$ cat config.mk
export PLATFORM = sky130hd
export DESIGN_NAME = window_stacking_order_list_flat
export DESIGN_NICKNAME = d
export VERILOG_FILES = /design/src/hw/rtl/wsol_pkg.sv /design/src/hw/rtl/wsol_if.sv /design/src/hw/rtl/window_stacking_order_list.sv /design/src/hw/rtl/wsol_ram.sv /design/src/hw/rtl/wsol_ctrl.sv /design/src/flat_wrapper.sv
export SDC_FILE = /design/constraint.sdc
export NUM_CORES = 1
export LEC_CHECK = 0
export BUFFER_PORTS_ARGS = -buffer_cell sky130_fd_sc_hd__buf_2
export CAP_MARGIN = 20
export CORE_MARGIN = 1.5
export CORE_UTILIZATION = 35
export DETAILED_ROUTE_END_ITERATION = 6
export PLACE_DENSITY_LB_ADDON = 0.12
export SETUP_SLACK_MARGIN = 0.05
export SYNTH_ARGS = -nofsm -noshare
export SYNTH_HDL_FRONTEND = slang
export SYNTH_SLANG_ARGS = --single-unit
$ cat constraint.sdc
create_clock -name clk -period 5.35 [get_ports clk]
set_input_delay 1.07 -clock clk [delete_from_list [all_inputs] [get_ports clk]]
set_output_delay 1.07 -clock clk [all_outputs]
set_load 0.02 [all_outputs]
$ cat src/hw/rtl/wsol_pkg.sv
package wsol_pkg;

  localparam int LIST_DEPTH  = 32;
  localparam int HANDLE_BITS = 8;
  localparam int IDX_W       = $clog2(LIST_DEPTH);
  localparam int CNT_W       = $clog2(LIST_DEPTH + 1);
  localparam int KEPT_W      = $clog2(LIST_DEPTH + 2);

  localparam int CMD_W      = 2;
  localparam int HANDLE_W   = 8;
  localparam int RIDX_W     = 5;
  localparam int ECOUNT_W   = 6;

  typedef enum logic [CMD_W-1:0] {
    CMD_REMOVE = 2'd0,
    CMD_FRONT  = 2'd1,
    CMD_BACK   = 2'd2,
    CMD_QUERY  = 2'd3
  } cmd_t;

  typedef enum logic [2:0] {
    S_IDLE,
    S_WALK,
    S_COMMIT,
    S_RD_FRONT,
    S_RD_ENTRY,
    S_RESULT
  } state_t;

  typedef struct packed {
    logic                   we;
    logic [IDX_W-1:0]       waddr;
    logic [HANDLE_BITS-1:0] wdata;
    logic [IDX_W-1:0]       raddr;
  } ram_req_t;

endpackage

$ cat src/hw/rtl/wsol_if.sv
interface wsol_in_if;
  import wsol_pkg::*;

  logic                valid;
  logic                ready;
  logic [CMD_W-1:0]    command;
  logic [HANDLE_W-1:0] handle;
  logic [RIDX_W-1:0]   read_index;

  modport source (output valid, command, handle, read_index, input ready);
  modport sink   (input valid, command, handle, read_index, output ready);
endinterface

interface wsol_out_if;
  import wsol_pkg::*;

  logic                valid;
  logic                ready;
  logic [ECOUNT_W-1:0] entry_count;
  logic [HANDLE_W-1:0] front_handle;
  logic [HANDLE_W-1:0] entry_value;
  logic                entry_valid;
  logic                was_present;

  modport source (output valid, entry_count, front_handle, entry_value, entry_valid,
                  was_present, input ready);
  modport sink   (input valid, entry_count, front_handle, entry_value, entry_valid,
                  was_present, output ready);
endinterface

$ cat src/hw/rtl/window_stacking_order_list.sv
// Window stacking order list: an ordered list of window handles, front first.
// in_chan (valid/ready) carries one command transaction: command, handle and
// read_index. Commands remove a handle, bring it to the front, send it to the
// back, or only query. out_chan (valid/ready) returns one transaction per
// command: entry count, front handle, entry at read_index with its valid
// mark, and whether the handle was present before the update.
// The list lives in two ping-pong RAM banks; one sequencer walks the active
// bank one entry per cycle, comparing against the handle and copying the
// survivors into the other bank, then flips banks unless the command is a
// query or an insert that finds the list full. The walk reads every entry, so
// the time from accept to out valid and to the next accept grows with the
// entry count before the update.
// in_chan.ready is high only while idle, so one command is in flight at a
// time. The result sits in an output register; while the receiver stalls it
// holds, and the next command may be accepted, finishing its walk and then
// waiting until the held result is taken.
// Synchronous active-low reset empties the list and drops any pending
// result; RAM contents are not cleared.
module window_stacking_order_list (
  input  logic       clk,
  input  logic       rst_n,
  wsol_in_if.sink    in_chan,
  wsol_out_if.source out_chan
);
  import wsol_pkg::*;

  ram_req_t               ram0_req;
  ram_req_t               ram1_req;
  logic [HANDLE_BITS-1:0] ram0_rdata;
  logic [HANDLE_BITS-1:0] ram1_rdata;

  wsol_ctrl u_ctrl (
    .clk        (clk),
    .rst_n      (rst_n),
    .in_chan    (in_chan),
    .out_chan   (out_chan),
    .ram0_req   (ram0_req),
    .ram1_req   (ram1_req),
    .ram0_rdata (ram0_rdata),
    .ram1_rdata (ram1_rdata)
  );

  wsol_ram #(
    .WIDTH (HANDLE_BITS),
    .DEPTH (LIST_DEPTH)
  ) u_bank0 (
    .clk   (clk),
    .we    (ram0_req.we),
    .waddr (ram0_req.waddr),
    .wdata (ram0_req.wdata),
    .raddr (ram0_req.raddr),
    .rdata (ram0_rdata)
  );

  wsol_ram #(
    .WIDTH (HANDLE_BITS),
    .DEPTH (LIST_DEPTH)
  ) u_bank1 (
    .clk   (clk),
    .we    (ram1_req.we),
    .waddr (ram1_req.waddr),
    .wdata (ram1_req.wdata),
    .raddr (ram1_req.raddr),
    .rdata (ram1_rdata)
  );

endmodule

$ cat src/hw/rtl/wsol_ram.sv
module wsol_ram #(
  parameter int WIDTH = 8,
  parameter int DEPTH = 32
) (
  input  logic                     clk,
  input  logic                     we,
  input  logic [$clog2(DEPTH)-1:0] waddr,
  input  logic [WIDTH-1:0]         wdata,
  input  logic [$clog2(DEPTH)-1:0] raddr,
  output logic [WIDTH-1:0]         rdata
);

  logic [WIDTH-1:0] mem [DEPTH];

  always_ff @(posedge clk) begin
    if (we) begin
      mem[waddr] <= wdata;
    end
    rdata <= mem[raddr];
  end

endmodule

$ cat src/hw/rtl/wsol_ctrl.sv
module wsol_ctrl (
  input  logic                             clk,
  input  logic                             rst_n,
  wsol_in_if.sink                          in_chan,
  wsol_out_if.source                       out_chan,
  output wsol_pkg::ram_req_t               ram0_req,
  output wsol_pkg::ram_req_t               ram1_req,
  input  logic [wsol_pkg::HANDLE_BITS-1:0] ram0_rdata,
  input  logic [wsol_pkg::HANDLE_BITS-1:0] ram1_rdata
);
  import wsol_pkg::*;

  state_t                 state_r, state_nxt;
  logic                   bank_r, bank_nxt;
  logic [CNT_W-1:0]       count_r, count_nxt;
  cmd_t                   cmd_r, cmd_nxt;
  logic [HANDLE_BITS-1:0] h_r, h_nxt;
  logic [RIDX_W-1:0]      idx_r, idx_nxt;
  logic [CNT_W-1:0]       rd_r, rd_nxt;
  logic                   pend_r, pend_nxt;
  logic [KEPT_W-1:0]      kept_r, kept_nxt;
  logic                   present_r, present_nxt;
  logic [HANDLE_BITS-1:0] front_r, front_nxt;

  logic                   out_valid_r, out_valid_nxt;
  logic [ECOUNT_W-1:0]    out_count_r, out_count_nxt;
  logic [HANDLE_W-1:0]    out_front_r, out_front_nxt;
  logic [HANDLE_W-1:0]    out_value_r, out_value_nxt;
  logic                   out_evalid_r, out_evalid_nxt;
  logic                   out_present_r, out_present_nxt;

  logic                   accept;
  logic                   rd_issue;
  logic                   walk_done;
  logic                   out_free;
  logic                   entry_ok;
  logic [HANDLE_BITS-1:0] src_data;
  ram_req_t               req;

  assign in_chan.ready = (state_r == S_IDLE);
  assign accept        = in_chan.valid && in_chan.ready;
  assign rd_issue      = (rd_r < count_r);
  assign walk_done     = !pend_r && !rd_issue;
  assign out_free      = !out_valid_r || out_chan.ready;
  assign entry_ok      = (32'(idx_r) < 32'(count_r));
  assign src_data      = bank_r ? ram1_rdata : ram0_rdata;

  // next state
  always_comb begin
    state_nxt = state_r;
    case (state_r)
      S_IDLE:     if (accept) state_nxt = S_WALK;
      S_WALK:     if (walk_done) state_nxt = S_COMMIT;
      S_COMMIT:   state_nxt = S_RD_FRONT;
      S_RD_FRONT: state_nxt = S_RD_ENTRY;
      S_RD_ENTRY: state_nxt = S_RESULT;
      S_RESULT:   if (out_free) state_nxt = S_IDLE;
      default:    state_nxt = S_IDLE;
    endcase
  end

  // datapath and memory control
  always_comb begin
    bank_nxt        = bank_r;
    count_nxt       = count_r;
    cmd_nxt         = cmd_r;
    h_nxt           = h_r;
    idx_nxt         = idx_r;
    rd_nxt          = rd_r;
    pend_nxt        = pend_r;
    kept_nxt        = kept_r;
    present_nxt     = present_r;
    front_nxt       = front_r;
    out_valid_nxt   = out_valid_r && !out_chan.ready;
    out_count_nxt   = out_count_r;
    out_front_nxt   = out_front_r;
    out_value_nxt   = out_value_r;
    out_evalid_nxt  = out_evalid_r;
    out_present_nxt = out_present_r;
    req             = '0;

    case (state_r)
      S_IDLE: begin
        if (accept) begin
          cmd_nxt     = cmd_t'(in_chan.command);
          h_nxt       = HANDLE_BITS'(in_chan.handle);
          idx_nxt     = in_chan.read_index;
          rd_nxt      = '0;
          pend_nxt    = 1'b0;
          present_nxt = 1'b0;
          kept_nxt    = '0;
          // front insert lands at slot zero of the other bank
          if (cmd_t'(in_chan.command) == CMD_FRONT) begin
            kept_nxt  = KEPT_W'(1);
            req.we    = 1'b1;
            req.waddr = '0;
            req.wdata = HANDLE_BITS'(in_chan.handle);
          end
        end
      end
      S_WALK: begin
        req.raddr = IDX_W'(rd_r);
        pend_nxt  = rd_issue;
        if (rd_issue) begin
          rd_nxt = rd_r + CNT_W'(1);
        end
        if (pend_r) begin
          if (src_data == h_r) begin
            present_nxt = 1'b1;
          end else begin
            kept_nxt = kept_r + KEPT_W'(1);
            if (cmd_r != CMD_QUERY && kept_r < KEPT_W'(LIST_DEPTH)) begin
              req.we    = 1'b1;
              req.waddr = IDX_W'(kept_r);
              req.wdata = src_data;
            end
          end
        end
      end
      S_COMMIT: begin
        case (cmd_r)
          CMD_REMOVE: begin
            count_nxt = CNT_W'(kept_r);
            bank_nxt  = !bank_r;
          end
          CMD_FRONT: begin
            if (kept_r <= KEPT_W'(LIST_DEPTH)) begin
              count_nxt = CNT_W'(kept_r);
              bank_nxt  = !bank_r;
            end
          end
          CMD_BACK: begin
            if (kept_r < KEPT_W'(LIST_DEPTH)) begin
              req.we    = 1'b1;
              req.waddr = IDX_W'(kept_r);
              req.wdata = h_r;
              count_nxt = CNT_W'(kept_r + KEPT_W'(1));
              bank_nxt  = !bank_r;
            end
          end
          default: begin
          end
        endcase
      end
      S_RD_FRONT: begin
        req.raddr = '0;
      end
      S_RD_ENTRY: begin
        req.raddr = IDX_W'(idx_r);
        front_nxt = src_data;
      end
      S_RESULT: begin
        req.raddr = IDX_W'(idx_r);
        if (out_free) begin
          out_valid_nxt   = 1'b1;
          out_count_nxt   = ECOUNT_W'(count_r);
          out_front_nxt   = (count_r != '0) ? HANDLE_W'(front_r) : '0;
          out_value_nxt   = entry_ok ? HANDLE_W'(src_data) : '0;
          out_evalid_nxt  = entry_ok;
          out_present_nxt = present_r;
        end
      end
      default: begin
      end
    endcase
  end

  // reads go to both banks, writes only to the bank not in use
  always_comb begin
    ram0_req       = req;
    ram1_req       = req;
    ram0_req.we    = req.we && bank_r;
    ram1_req.we    = req.we && !bank_r;
  end

  always_ff @(posedge clk) begin
    if (!rst_n) begin
      state_r     <= S_IDLE;
      bank_r      <= 1'b0;
      count_r     <= '0;
      out_valid_r <= 1'b0;
    end else begin
      state_r     <= state_nxt;
      bank_r      <= bank_nxt;
      count_r     <= count_nxt;
      out_valid_r <= out_valid_nxt;
    end
  end

  always_ff @(posedge clk) begin
    cmd_r         <= cmd_nxt;
    h_r           <= h_nxt;
    idx_r         <= idx_nxt;
    rd_r          <= rd_nxt;
    pend_r        <= pend_nxt;
    kept_r        <= kept_nxt;
    present_r     <= present_nxt;
    front_r       <= front_nxt;
    out_count_r   <= out_count_nxt;
    out_front_r   <= out_front_nxt;
    out_value_r   <= out_value_nxt;
    out_evalid_r  <= out_evalid_nxt;
    out_present_r <= out_present_nxt;
  end

  assign out_chan.valid        = out_valid_r;
  assign out_chan.entry_count  = out_count_r;
  assign out_chan.front_handle = out_front_r;
  assign out_chan.entry_value  = out_value_r;
  assign out_chan.entry_valid  = out_evalid_r;
  assign out_chan.was_present  = out_present_r;

endmodule

$ cat src/flat_wrapper.sv
// flat-port wrapper written by rule: the top's interface ports become plain ports
module window_stacking_order_list_flat import wsol_pkg::*;
  (clk, rst_n, in_chan_valid, in_chan_command, in_chan_handle, in_chan_read_index, in_chan_ready, out_chan_valid, out_chan_entry_count, out_chan_front_handle, out_chan_entry_value, out_chan_entry_valid, out_chan_was_present, out_chan_ready);
  wsol_in_if in_chan_i ();
  wsol_out_if out_chan_i ();
  input  logic clk;
  input  logic rst_n;
  input wire logic [$bits(in_chan_i.valid)-1:0] in_chan_valid;
  input wire logic [$bits(in_chan_i.command)-1:0] in_chan_command;
  input wire logic [$bits(in_chan_i.handle)-1:0] in_chan_handle;
  input wire logic [$bits(in_chan_i.read_index)-1:0] in_chan_read_index;
  output wire logic [$bits(in_chan_i.ready)-1:0] in_chan_ready;
  output wire logic [$bits(out_chan_i.valid)-1:0] out_chan_valid;
  output wire logic [$bits(out_chan_i.entry_count)-1:0] out_chan_entry_count;
  output wire logic [$bits(out_chan_i.front_handle)-1:0] out_chan_front_handle;
  output wire logic [$bits(out_chan_i.entry_value)-1:0] out_chan_entry_value;
  output wire logic [$bits(out_chan_i.entry_valid)-1:0] out_chan_entry_valid;
  output wire logic [$bits(out_chan_i.was_present)-1:0] out_chan_was_present;
  input wire logic [$bits(out_chan_i.ready)-1:0] out_chan_ready;
  assign in_chan_i.valid = in_chan_valid;
  assign in_chan_i.command = in_chan_command;
  assign in_chan_i.handle = in_chan_handle;
  assign in_chan_i.read_index = in_chan_read_index;
  assign in_chan_ready = in_chan_i.ready;
  assign out_chan_valid = out_chan_i.valid;
  assign out_chan_entry_count = out_chan_i.entry_count;
  assign out_chan_front_handle = out_chan_i.front_handle;
  assign out_chan_entry_value = out_chan_i.entry_value;
  assign out_chan_entry_valid = out_chan_i.entry_valid;
  assign out_chan_was_present = out_chan_i.was_present;
  assign out_chan_i.ready = out_chan_ready;
  window_stacking_order_list u_core (.clk(clk), .rst_n(rst_n), .in_chan(in_chan_i), .out_chan(out_chan_i));
endmodule
==> results of run 1 <==
==> registers in the layout, indices dropped and copies added (netlist names) <==
signal / cells
u_core.u_bank0.mem: 256
u_core.u_bank1.mem: 256
u_core.u_bank0.rdata: 8
u_core.u_bank1.rdata: 8
u_core.u_ctrl.front_r: 8
u_core.u_ctrl.h_r: 8
u_core.u_ctrl.out_chan.entry_value: 8
u_core.u_ctrl.out_chan.front_handle: 8
u_core.u_ctrl.count_r: 6
u_core.u_ctrl.kept_r: 6
u_core.u_ctrl.out_chan.entry_count: 6
u_core.u_ctrl.rd_r: 6
u_core.u_ctrl.idx_r: 5
u_core.u_ctrl.state_r: 3
u_core.u_ctrl.cmd_r: 2
u_core.u_ctrl.bank_r: 1
u_core.u_ctrl.out_chan.entry_valid: 1
u_core.u_ctrl.out_chan.valid: 1
u_core.u_ctrl.out_chan.was_present: 1
u_core.u_ctrl.pend_r: 1
u_core.u_ctrl.present_r: 1
==> metal layers <==
layer / part of all wire (%) / wire length (um) / global-route usage, %
met1: 46 / 30000 / 25.5
met2: 47 / 30800 / 30.0
met4: 3.5 / 2300 / 7.75
met3: 4.0 / 2640 / 2.51
met5: 0 / 0 / 0
==> cells by family (layout without fill, tap and decap cells) <==
| logic type | count (synthesis) | count (layout) | synth area share (%) |
|---|---|---|---|
| other | 0 | 1 | 0 |
| buffers and inverters | 98 | 223 | 1.99 |
| adders and majority gates | 12 | 12 | 0.618 |
| xor gates and xnor gates | 20 | 20 | 0.721 |
| and+or+nand+nor | 326 | 326 | 7.35 |
| DFF | 600 | 600 | 73.1 |
| muxes | 186 | 186 | 8.45 |
| AOI/OAI and AO/OA | 260 | 260 | 7.80 |
==> power breakdown <==
group          leakage [nW]  switching (mW)  internal [mW]
sequential             5.55           0.179           5.48
clock                  1.12            1.86           2.98
combinational          2.32            1.46          0.655
==> how the worst min path moves through the flow <==
stage,endpoint,slack [ns],cells after the start
floorplan,u_core.u_ctrl.out_chan.was_present,0.40,0
global placement,u_core.u_ctrl.out_chan.was_present,0.41,0
detailed placement,u_core.u_ctrl.out_chan.was_present,0.42,0
CTS,u_core.u_ctrl.out_chan.was_present,0.44,0
global route,u_core.u_ctrl.out_chan.was_present,0.43,0
finish,u_core.u_ctrl.out_chan.was_present,0.43,0
==> metrics by stage <==
step           util (%)  instance area, um^2  power, mW  setup WS [ns]  hold WS (ns)
3_3_place_gp       37.4                25700       7.89           1.31         0.412
4_1_cts            40.8                28000       12.8           1.14         0.435
6_report           40.9                28000       12.6           1.18         0.433
3_5_place_dp       37.4                25700       7.88           1.17         0.416
2_1_floorplan         -                24300       7.02          0.730         0.400
5_1_grt            40.9                28000       13.1          0.875         0.435
==> cell type report <==
type / count / area (um^2)
multi-input cells: 804 / 6180
clock inverters: 35 / 509
clock buffers: 82 / 1800
fillers: 6216 / 40600
flip-flops and latches: 600 / 17700
well taps: 931 / 1160
inverters: 23 / 86.3
repair buffers: 83 / 546
diodes: 1 / 2.50
==> critical path, stage by stage, from the launching register on <==
cell and delay (ns):
dfxtp_1 1.01, mux2i_1 0.59, xnor2_1 0.25, nor4_4 0.09, a21oi_2 0.54, buf_4 0.30
o2111ai_4 0.29, nor2_1 0.70
==> cells in the final DEF (no fill, tap or decap), types with 12 or more instances in the layout <==
| master | n |
|---|---|
| a211oi_1 | 70 |
| a21oi_1 | 17 |
| a31oi_1 | 33 |
| and2_1 | 57 |
| and4_1 | 17 |
| buf_2 | 47 |
| buf_4 | 31 |
| bufinv_16 | 12 |
| clkbuf_1 | 12 |
| clkbuf_16 | 70 |
| dfxtp_1 | 27 |
| edfxtp_1 | 573 |
| ha_1 | 12 |
| inv_1 | 19 |
| mux2_1 | 14 |
| mux2_2 | 130 |
| mux2i_1 | 39 |
| nand2_1 | 92 |
| nor2_1 | 70 |
| nor4_1 | 18 |
| o22ai_1 | 64 |
| o2bb2ai_1 | 16 |
| xnor2_1 | 16 |
==> flow_summary.yaml, run 1 <==
status:
  outcome: "finished, final reports clean"
placed_design:
  hpwl_um: 40800
  place.gp.congestion: 0.794
  io_buffers: 44
  dp.cells: 2436
setup_path:
  cp.arrival_ns: 4.39
  worstPathRequired_ns: 5.57
  crit_path_end: "u_core.u_bank0.mem[29][3]"
  rr_startpoint: "u_core.u_ctrl.bank_r"
  crit_start: "u_core.u_ctrl.bank_r"
  r2r_end: "u_core.u_bank0.mem[29][3]"
  crit_type: "flop to flop"
  r2r_cells: 7
  critPathLaunchType: "flop"
  path_max_fanout: 21
  cp-end-kind: "flop"
  ff2ff_setup_slack_ns: 1.18
clocking:
  htreeDepth: 3
  clk_latency_ns: 0.60
  clk_path_buf_depth: 3
  cts-root-buf: "clkbuf_16"
  cts.sinks: 600
  cts_buffers: 66
  cts_hold_buf: 0
  post_cts_resized: 0
  path_clk_slew_ns: 0.06
  post-cts-setup-buffers: 0
  cts_tree: "built"
detailed_routing:
  wl_um: 65700
  avgViaCountPerCell: 5.14
  num_vias: 13200
  avgRoutedWirePerCell_um: 25.7
  drtIter0Drc: 1053
  ant_nets: 0
  first_pass_iters: 7
  route.detailed.drc: 0
floorplanning:
  core_mm2: 0.0686
  std_cell_rows: 96
  die_x_um: 266
  ioPinCount: 45
  die_h_um: 266
  die_area_mm2: 0.0710
  initial_utilization_pct: 35.4
synthesis:
  synthMostInstantiatedCell: "edfxtp_1"
  synth_top_cell_by_area: "edfxtp_1"
  synthFlopType: "edfxtp_1"
  ys_ff_latch: 600
  synth_cell_types: 61
  syn-cell-area_mm2: 0.0243
  synthArstFlopShare_pct: 0
  yosys-top-cells-count: "edfxtp_1 (573), mux2_2 (130), nand2_1 (92)"
  synth-edff-count: 573
  yosys_warnings: 0
  synth_area_per_cell_um2: 16.2
  syn_inst: 1502
  synth_top_area_share_pct: 70.8
  ys_top_cells_by_area: "edfxtp_1 (71%), mux2_2 (6.0%), dfxtp_1 (2.2%), a211oi_1 (2.2%), o22ai_1 (1.6%)"
  yosysSeqAreaShare_pct: 73.1
  synth_fp_nets: 1533
sta:
  timing.slew.headroom_pct: 29.3
  fin_crit_sh_pct: 77.9
  hold_viol_final: 0
  clock_skew_ns: 0.0265
  setup_tns_ns: 0
  setup_viol: 0
  fmax_ghz: 0.240
  maxSlewViolCount: 0
  rsz0062_at_grt: "no"
  worstMarginPinSlew_ns: 1.06
  min_period_ns: 4.17
min_path:
  hold_start: "u_core.u_ctrl.present_r"
  hp-class: "flop to flop"
final_layout:
  syn2layout_area_growth_pct: 15.4
  stdcell_count: 2559
  fin_nets: 1609
  drive_gt1_share_pct: 22.2
grt:
  first_global_vias: 13500
  grt_pass1_wl_um: 94800
  grt_max_degree: 73
  grt_antenna_before_repair: 1
  grt_usage_pct: 18.7
  globalRoute.totalOverflow: 0
power:
  leakage_nw: 8.99
  ir_drop_mv: 0.208
  p_per_area_mw_per_mm2: 450
flow_run:
  max-cap-violations: 0
No activity file was read; power rests on OpenSTA's default activity.
==> inputs of run 2 (changes only) <==
--- a/config.mk
+++ b/config.mk
@@ -5,6 +5,7 @@
 export SDC_FILE = /design/constraint.sdc
 export NUM_CORES = 1
 export LEC_CHECK = 0
+export ABC_AREA = 1
 export BUFFER_PORTS_ARGS = -buffer_cell sky130_fd_sc_hd__buf_2
 export CAP_MARGIN = 20
 export CORE_MARGIN = 1.5
==> constraint.sdc (replaced) <==
create_clock -name clk -period 4 [get_ports clk]
set_input_delay 0.8 -clock clk [delete_from_list [all_inputs] [get_ports clk]]
set_output_delay 0.8 -clock clk [all_outputs]
set_load 0.02 [all_outputs]
==> flow_summary.yaml, run 2 <==
synthesis:
  syn-cell-area_mm2: 0.0254
  yosys-top-cells-count: "edfxtp_1 (573), inv_1 (338), nand2_1 (254)"
  ys_ff_latch: 600
  ys_top_cells_by_area: "edfxtp_1 (68%), inv_1 (5.0%), nand3_1 (4.2%), o21ai_0 (4.2%), nand2_1 (3.7%)"
  synthMostInstantiatedCell: "edfxtp_1"
  synth_cell_types: 44
  syn_inst: 2177
  synth_area_per_cell_um2: 11.7
  synthArstFlopShare_pct: 0
  synth_top_cell_by_area: "edfxtp_1"
  synth_fp_nets: 2208
  yosysSeqAreaShare_pct: 69.8
  yosys_warnings: 0
  synth-edff-count: 573
  synth_top_area_share_pct: 67.7
  synthFlopType: "edfxtp_1"
placed_design:
  io_buffers: 44
  place.gp.congestion: 0.831
  dp.cells: 3140
  hpwl_um: 43800
  placed_cell_area_mm2: 0.0272
  post-place-ws_ns: 0.245
clocking:
  clk_path_buf_depth: 3
  cts.sinks: 600
  cts-root-buf: "clkbuf_16"
  path_clk_slew_ns: 0.06
  post_cts_resized: 0
  post-cts-setup-buffers: 0
  clk_latency_ns: 0.61
  htreeDepth: 3
  cts_tree: "built"
  cts_hold_buf: 0
  cts_buffers: 69
setup_path:
  cp_num_buf_inv: 1
  crit_type: "flop to flop"
  critPathMaxStageDelay_ns: 1.03
  cp-end-kind: "flop"
  crit_chain: "inv_2 > nand2_1 > nand2_1 > nand2_1 > nand2_1 > nand2_1 > nor2_1 > nand2_2 > nand3_2 > nand2_4 > nand3_2 > nor3_1"
  r2r_cells: 12
  ff2ff_setup_slack_ns: 0.33
  cp_slowest_cell: "nor3_1"
  path_max_fanout: 14
  r2r_end: "u_core.u_bank0.mem[23][7]"
  crit_family: "simple AND/OR/NAND/NOR gates"
  worstPathRequired_ns: 4.20
  rr_startpoint: "u_core.u_ctrl.bank_r"
  crit_top_cell: "nand2_1"
  critPathLaunchType: "flop"
  cp.arrival_ns: 3.87
floorplanning:
  die_area_mm2: 0.0743
  ioPinCount: 45
  die_h_um: 273
  core_mm2: 0.0717
  std_cell_rows: 98
  die_x_um: 273
  initial_utilization_pct: 35.4
sta:
  timing.slew.headroom_pct: 25.7
  rsz0062_at_grt: "no"
  setup_slack_ns: 0.332
  setup_viol: 0
  fin_crit_sh_pct: 91.7
  clock_skew_ns: 0.0338
  worstMarginPinSlew_ns: 1.11
  fmax_ghz: 0.273
  min_period_ns: 3.67
  hold_viol_final: 0
  maxSlewViolCount: 0
grt:
  first_global_vias: 16300
  grt_antenna_before_repair: 0
  globalRoute.totalOverflow: 0
  grt_usage_pct: 18.8
  grt_max_degree: 110
  grt_pass1_wl_um: 104000
final_layout:
  final_cell_mix: "edfxtp_1 (573), inv_1 (338), nand2_1 (254)"
  layout_commonest_cell: "edfxtp_1"
  stdcell_area_mm2: 0.0296
  largest_registers: "u_core.u_bank0.mem (256), u_core.u_bank1.mem (256)"
  n_fill_cell: 6847
  register_area_mm2: 0.0177
  antenna_cells: 0
  multi_input_area_mm2: 0.00591
  stdcell_count: 3275
  fin_nets: 2301
  drive_gt1_share_pct: 13.5
  syn2layout_area_growth_pct: 16.5
power:
  leakage_nw: 11.2
  ir_drop_mv: 0.463
  p_per_area_mw_per_mm2: 752
detailed_routing:
  wl_um: 69700
  route.detailed.drc: 0
  drtIter0Drc: 1348
  num_vias: 16500
  avgRoutedWirePerCell_um: 21.3
  first_pass_iters: 5
  avgViaCountPerCell: 5.02
  ant_nets: 0
min_path:
  min_delay_path_depth: 1
  min_to: "u_core.u_ctrl.idx_r[3]"
  hp-class: "input port to flop"
  hold_start: "in_chan_read_index[3]"
status:
  outcome: "finished, final reports clean"
flow_run:
  max-cap-violations: 0
==> run 2: metrics by stage <==
step | setup TNS [ns] | hold slack, ns | util, % | power, mW
after detailed placement | 0 | 0.430 | 37.9 | 15.8
after floorplan | -188.68 | 0.400 | - | 12.9
after CTS | 0 | 0.348 | 41.2 | 22.5
final | 0 | 0.376 | 41.3 | 22.3
after global routing | 0 | 0.366 | 41.3 | 23.6
after global placement | 0 | 0.425 | 37.9 | 15.9
==> run 2: logic make-up after synthesis <==
| kind of cell | Yosys count | synth area share [%] |
|---|---|---|
| buffers and inverters | 467 | 7.55 |
| adders and majority gates | 12 | 0.591 |
| xor gates and xnor gates | 5 | 0.172 |
| AOI/OAI and AO/OA | 485 | 10.6 |
| DFF | 600 | 69.8 |
| and+or+nand+nor | 608 | 11.3 |
==> run 2: where the power goes <==
part	leakage (nW)	total (mW)	internal, mW	switching (mW)
Combinational	4.52	7.87	2.10	5.77
Sequential	5.53	7.79	7.57	0.223
Clock	1.18	6.62	4.04	2.58
Total	11.2	22.3	13.7	8.58
==> run 2: worst reg2reg max path: stages, from the launching register on <==
cell and delay [ns]:
dfxtp_1 0.63, inv_2 0.25, nand2_1 0.14, nand2_1 0.14, nand2_1 0.10, nand2_1 0.05
nand2_1 0.06, nor2_1 0.05, nand2_2 0.09, nand3_2 0.11, nand2_4 0.20, nand3_2 0.40
nor3_1 1.03
==> run 2: worst max-delay path by stage <==
stage / startpoint / end / cells after the start
2_1_floorplan: u_core.u_ctrl.bank_r / u_core.u_bank0.mem[0][2] / 12
3_5_place_dp: u_core.u_ctrl.bank_r / u_core.u_bank1.mem[17][6] / 13
3_3_place_gp: u_core.u_ctrl.bank_r / u_core.u_bank1.mem[17][0] / 13
6_report: u_core.u_ctrl.bank_r / u_core.u_bank0.mem[23][7] / 12
5_1_grt: u_core.u_ctrl.bank_r / u_core.u_bank1.mem[30][3] / 13
4_1_cts: u_core.u_ctrl.bank_r / u_core.u_bank1.mem[17][7] / 13
==> run 2: final cells by class <==
type,instances,share of cell area [%]
sequential,600,59.9
multi-input combinational,1110,19.9
clock buffer,78,6.23
inverter,346,4.38
tap,950,4.01
timing repair buffer,143,3.71
clock inverter,48,1.82
==> run 2: per-layer routing <==
metal  global-route usage (%)  vias up  part of all wire, %
li1                         -     7843                    -
met1                     25.9     8123                   46
met2                     31.0      403                   48
met3                     2.53       87                  4.6
met4                     5.35        0                  2.0
met5                        0        -                    0
==> inputs of run 3 (changes only) <==
--- a/config.mk
+++ b/config.mk
@@ -5,9 +5,7 @@
 export SDC_FILE = /design/constraint.sdc
 export NUM_CORES = 1
 export LEC_CHECK = 0
-export ABC_AREA = 1
 export BUFFER_PORTS_ARGS = -buffer_cell sky130_fd_sc_hd__buf_2
-export CAP_MARGIN = 20
 export CORE_MARGIN = 1.5
 export CORE_UTILIZATION = 35
 export DETAILED_ROUTE_END_ITERATION = 6
==> flow_summary.yaml, run 3 (synthesized netlist as in run 1, its figures left out) <==
status:
  outcome: "finished, final reports clean"
sta:
  clock_skew_ns: 0.0145
  maxSlewViolCount: 0
  worstMarginPinSlew_ns: 1.21
  setup_viol: 0
  min_period_ns: 3.52
  setup_tns_ns: 0
  fmax_ghz: 0.284
  fin_crit_sh_pct: 88.0
  whs_ns: 0.397
  rsz0062_at_grt: "no"
  timing.slew.headroom_pct: 18.7
  hold_viol_final: 0
clocking:
  cts_tree: "built"
  cts-root-buf: "clkbuf_16"
  cts.sinks: 600
  path_clk_slew_ns: 0.07
  htreeDepth: 3
  clk_latency_ns: 0.59
  cts_buffers: 67
  post_cts_resized: 0
  clk_path_buf_depth: 3
  post-cts-setup-buffers: 0
  cts_hold_buf: 0
setup_path:
  cp.arrival_ns: 3.73
  path_max_fanout: 9
  crit_type: "flop to flop"
  cp_slowest_cell: "nor2_1"
  critPathLaunchType: "flop"
  worstPathRequired_ns: 4.21
  cp-end-kind: "flop"
  crit_chain: "mux2i_2 > xnor2_1 > nor4_4 > a21oi_2 > buf_4 > o211ai_2 > nor2_1"
  critPathMaxStageDelay_ns: 0.68
detailed_routing:
  wl_um: 62800
  ant_nets: 0
  avgRoutedWirePerCell_um: 24.2
  first_pass_iters: 5
  drtIter0Drc: 972
  avgViaCountPerCell: 5.11
  num_vias: 13300
  route.detailed.drc: 0
final_layout:
  layout_commonest_cell: "edfxtp_1"
  largest_registers: "u_core.u_bank0.mem (256), u_core.u_bank1.mem (256)"
  stdcell_area_mm2: 0.0281
  n_fill_cell: 6229
  fin_nets: 1647
  drive_gt1_share_pct: 23.6
  final_cell_mix: "edfxtp_1 (573), mux2_2 (130), nand2_1 (92)"
  syn2layout_area_growth_pct: 15.7
placed_design:
  io_buffers: 44
  place.gp.congestion: 0.826
  placed_cell_area_mm2: 0.0260
  hpwl_um: 40100
power:
  ir_drop_mv: 0.327
  p_per_area_mw_per_mm2: 585
  leakage_nw: 9.06
floorplanning:
  std_cell_rows: 96
  die_area_mm2: 0.0710
  die_h_um: 266
  core_mm2: 0.0686
  ioPinCount: 45
  die_x_um: 266
  initial_utilization_pct: 35.4
grt:
  grt_usage_pct: 18.0
  first_global_vias: 13500
  grt_max_degree: 86
  globalRoute.totalOverflow: 0
  grt_antenna_before_repair: 0
  grt_pass1_wl_um: 92600
flow_run:
  max-cap-violations: 0
min_path:
  hp-class: "input port to flop"
-- run 3: path summary, 6_finish.rpt --
check,start,depth (start not counted),end,slack (ns)
max reg2reg,u_core.u_ctrl.bank_r,7,u_core.u_bank1.mem[20][4],0.48
min reg2reg,u_core.u_ctrl.present_r,0,u_core.u_ctrl.out_chan.was_present,0.43
max,u_core.u_ctrl.bank_r,7,u_core.u_bank1.mem[20][4],0.48
min,in_chan_read_index[4],1,u_core.u_ctrl.idx_r[4],0.40
-- run 3: area by class of cell --
cell class,count,area [um^2],area share (%)
Inverter,23,86.3,0.307
Tap cell,931,1160,4.14
Multi-Input combinational cell,804,6180,22.0
Antenna cell,1,2.50,0.00890
Clock inverter,37,349,1.24
Timing Repair Buffer,120,828,2.95
Clock buffer,80,1750,6.22
Sequential cell,600,17700,63.1
-- run 3: per-layer routing --
metal	global-route usage, %	routed length [um]	share of wire [%]	vias to the layer above
li1	-	-	-	6125
met5	0	0	0	-
met1	24.3	28300	45	6720
met2	29.1	29700	47	336
met4	7.03	2100	3.3	0
met3	2.97	2740	4.4	94
-- run 3: worst max-delay path, delay by kind of cell, from the launching register on --
family                 cells  cell delay [ns]
buffers and inverters      1             0.29
multiplexers               1             0.48
XOR/XNOR                   1             0.22
AND/OR/NAND/NOR            2             0.78
AO/OA/AOI/OAI              2             0.70
flip-flops                 1             0.67
-- run 3: per-stage QoR --
step / setup slack [ns] / utilization [%] / total power [mW] / cells
2_1_floorplan: -0.620 / - / 9.39 / 1502
4_1_cts: 0.369 / 41.0 / 16.6 / 2595
3_3_place_gp: 0.535 / 37.9 / 10.7 / 2478
5_1_grt: 0.227 / 41.0 / 17.1 / 2595
6_report: 0.480 / 41.0 / 16.5 / 2596
3_5_place_dp: 0.394 / 37.9 / 10.7 / 2478
-- run 3: power by group --
group          internal [mW]  switching (mW)
clock network           3.50            2.43
registers               7.32           0.260
logic                   1.04            1.90
total                   11.9            4.59
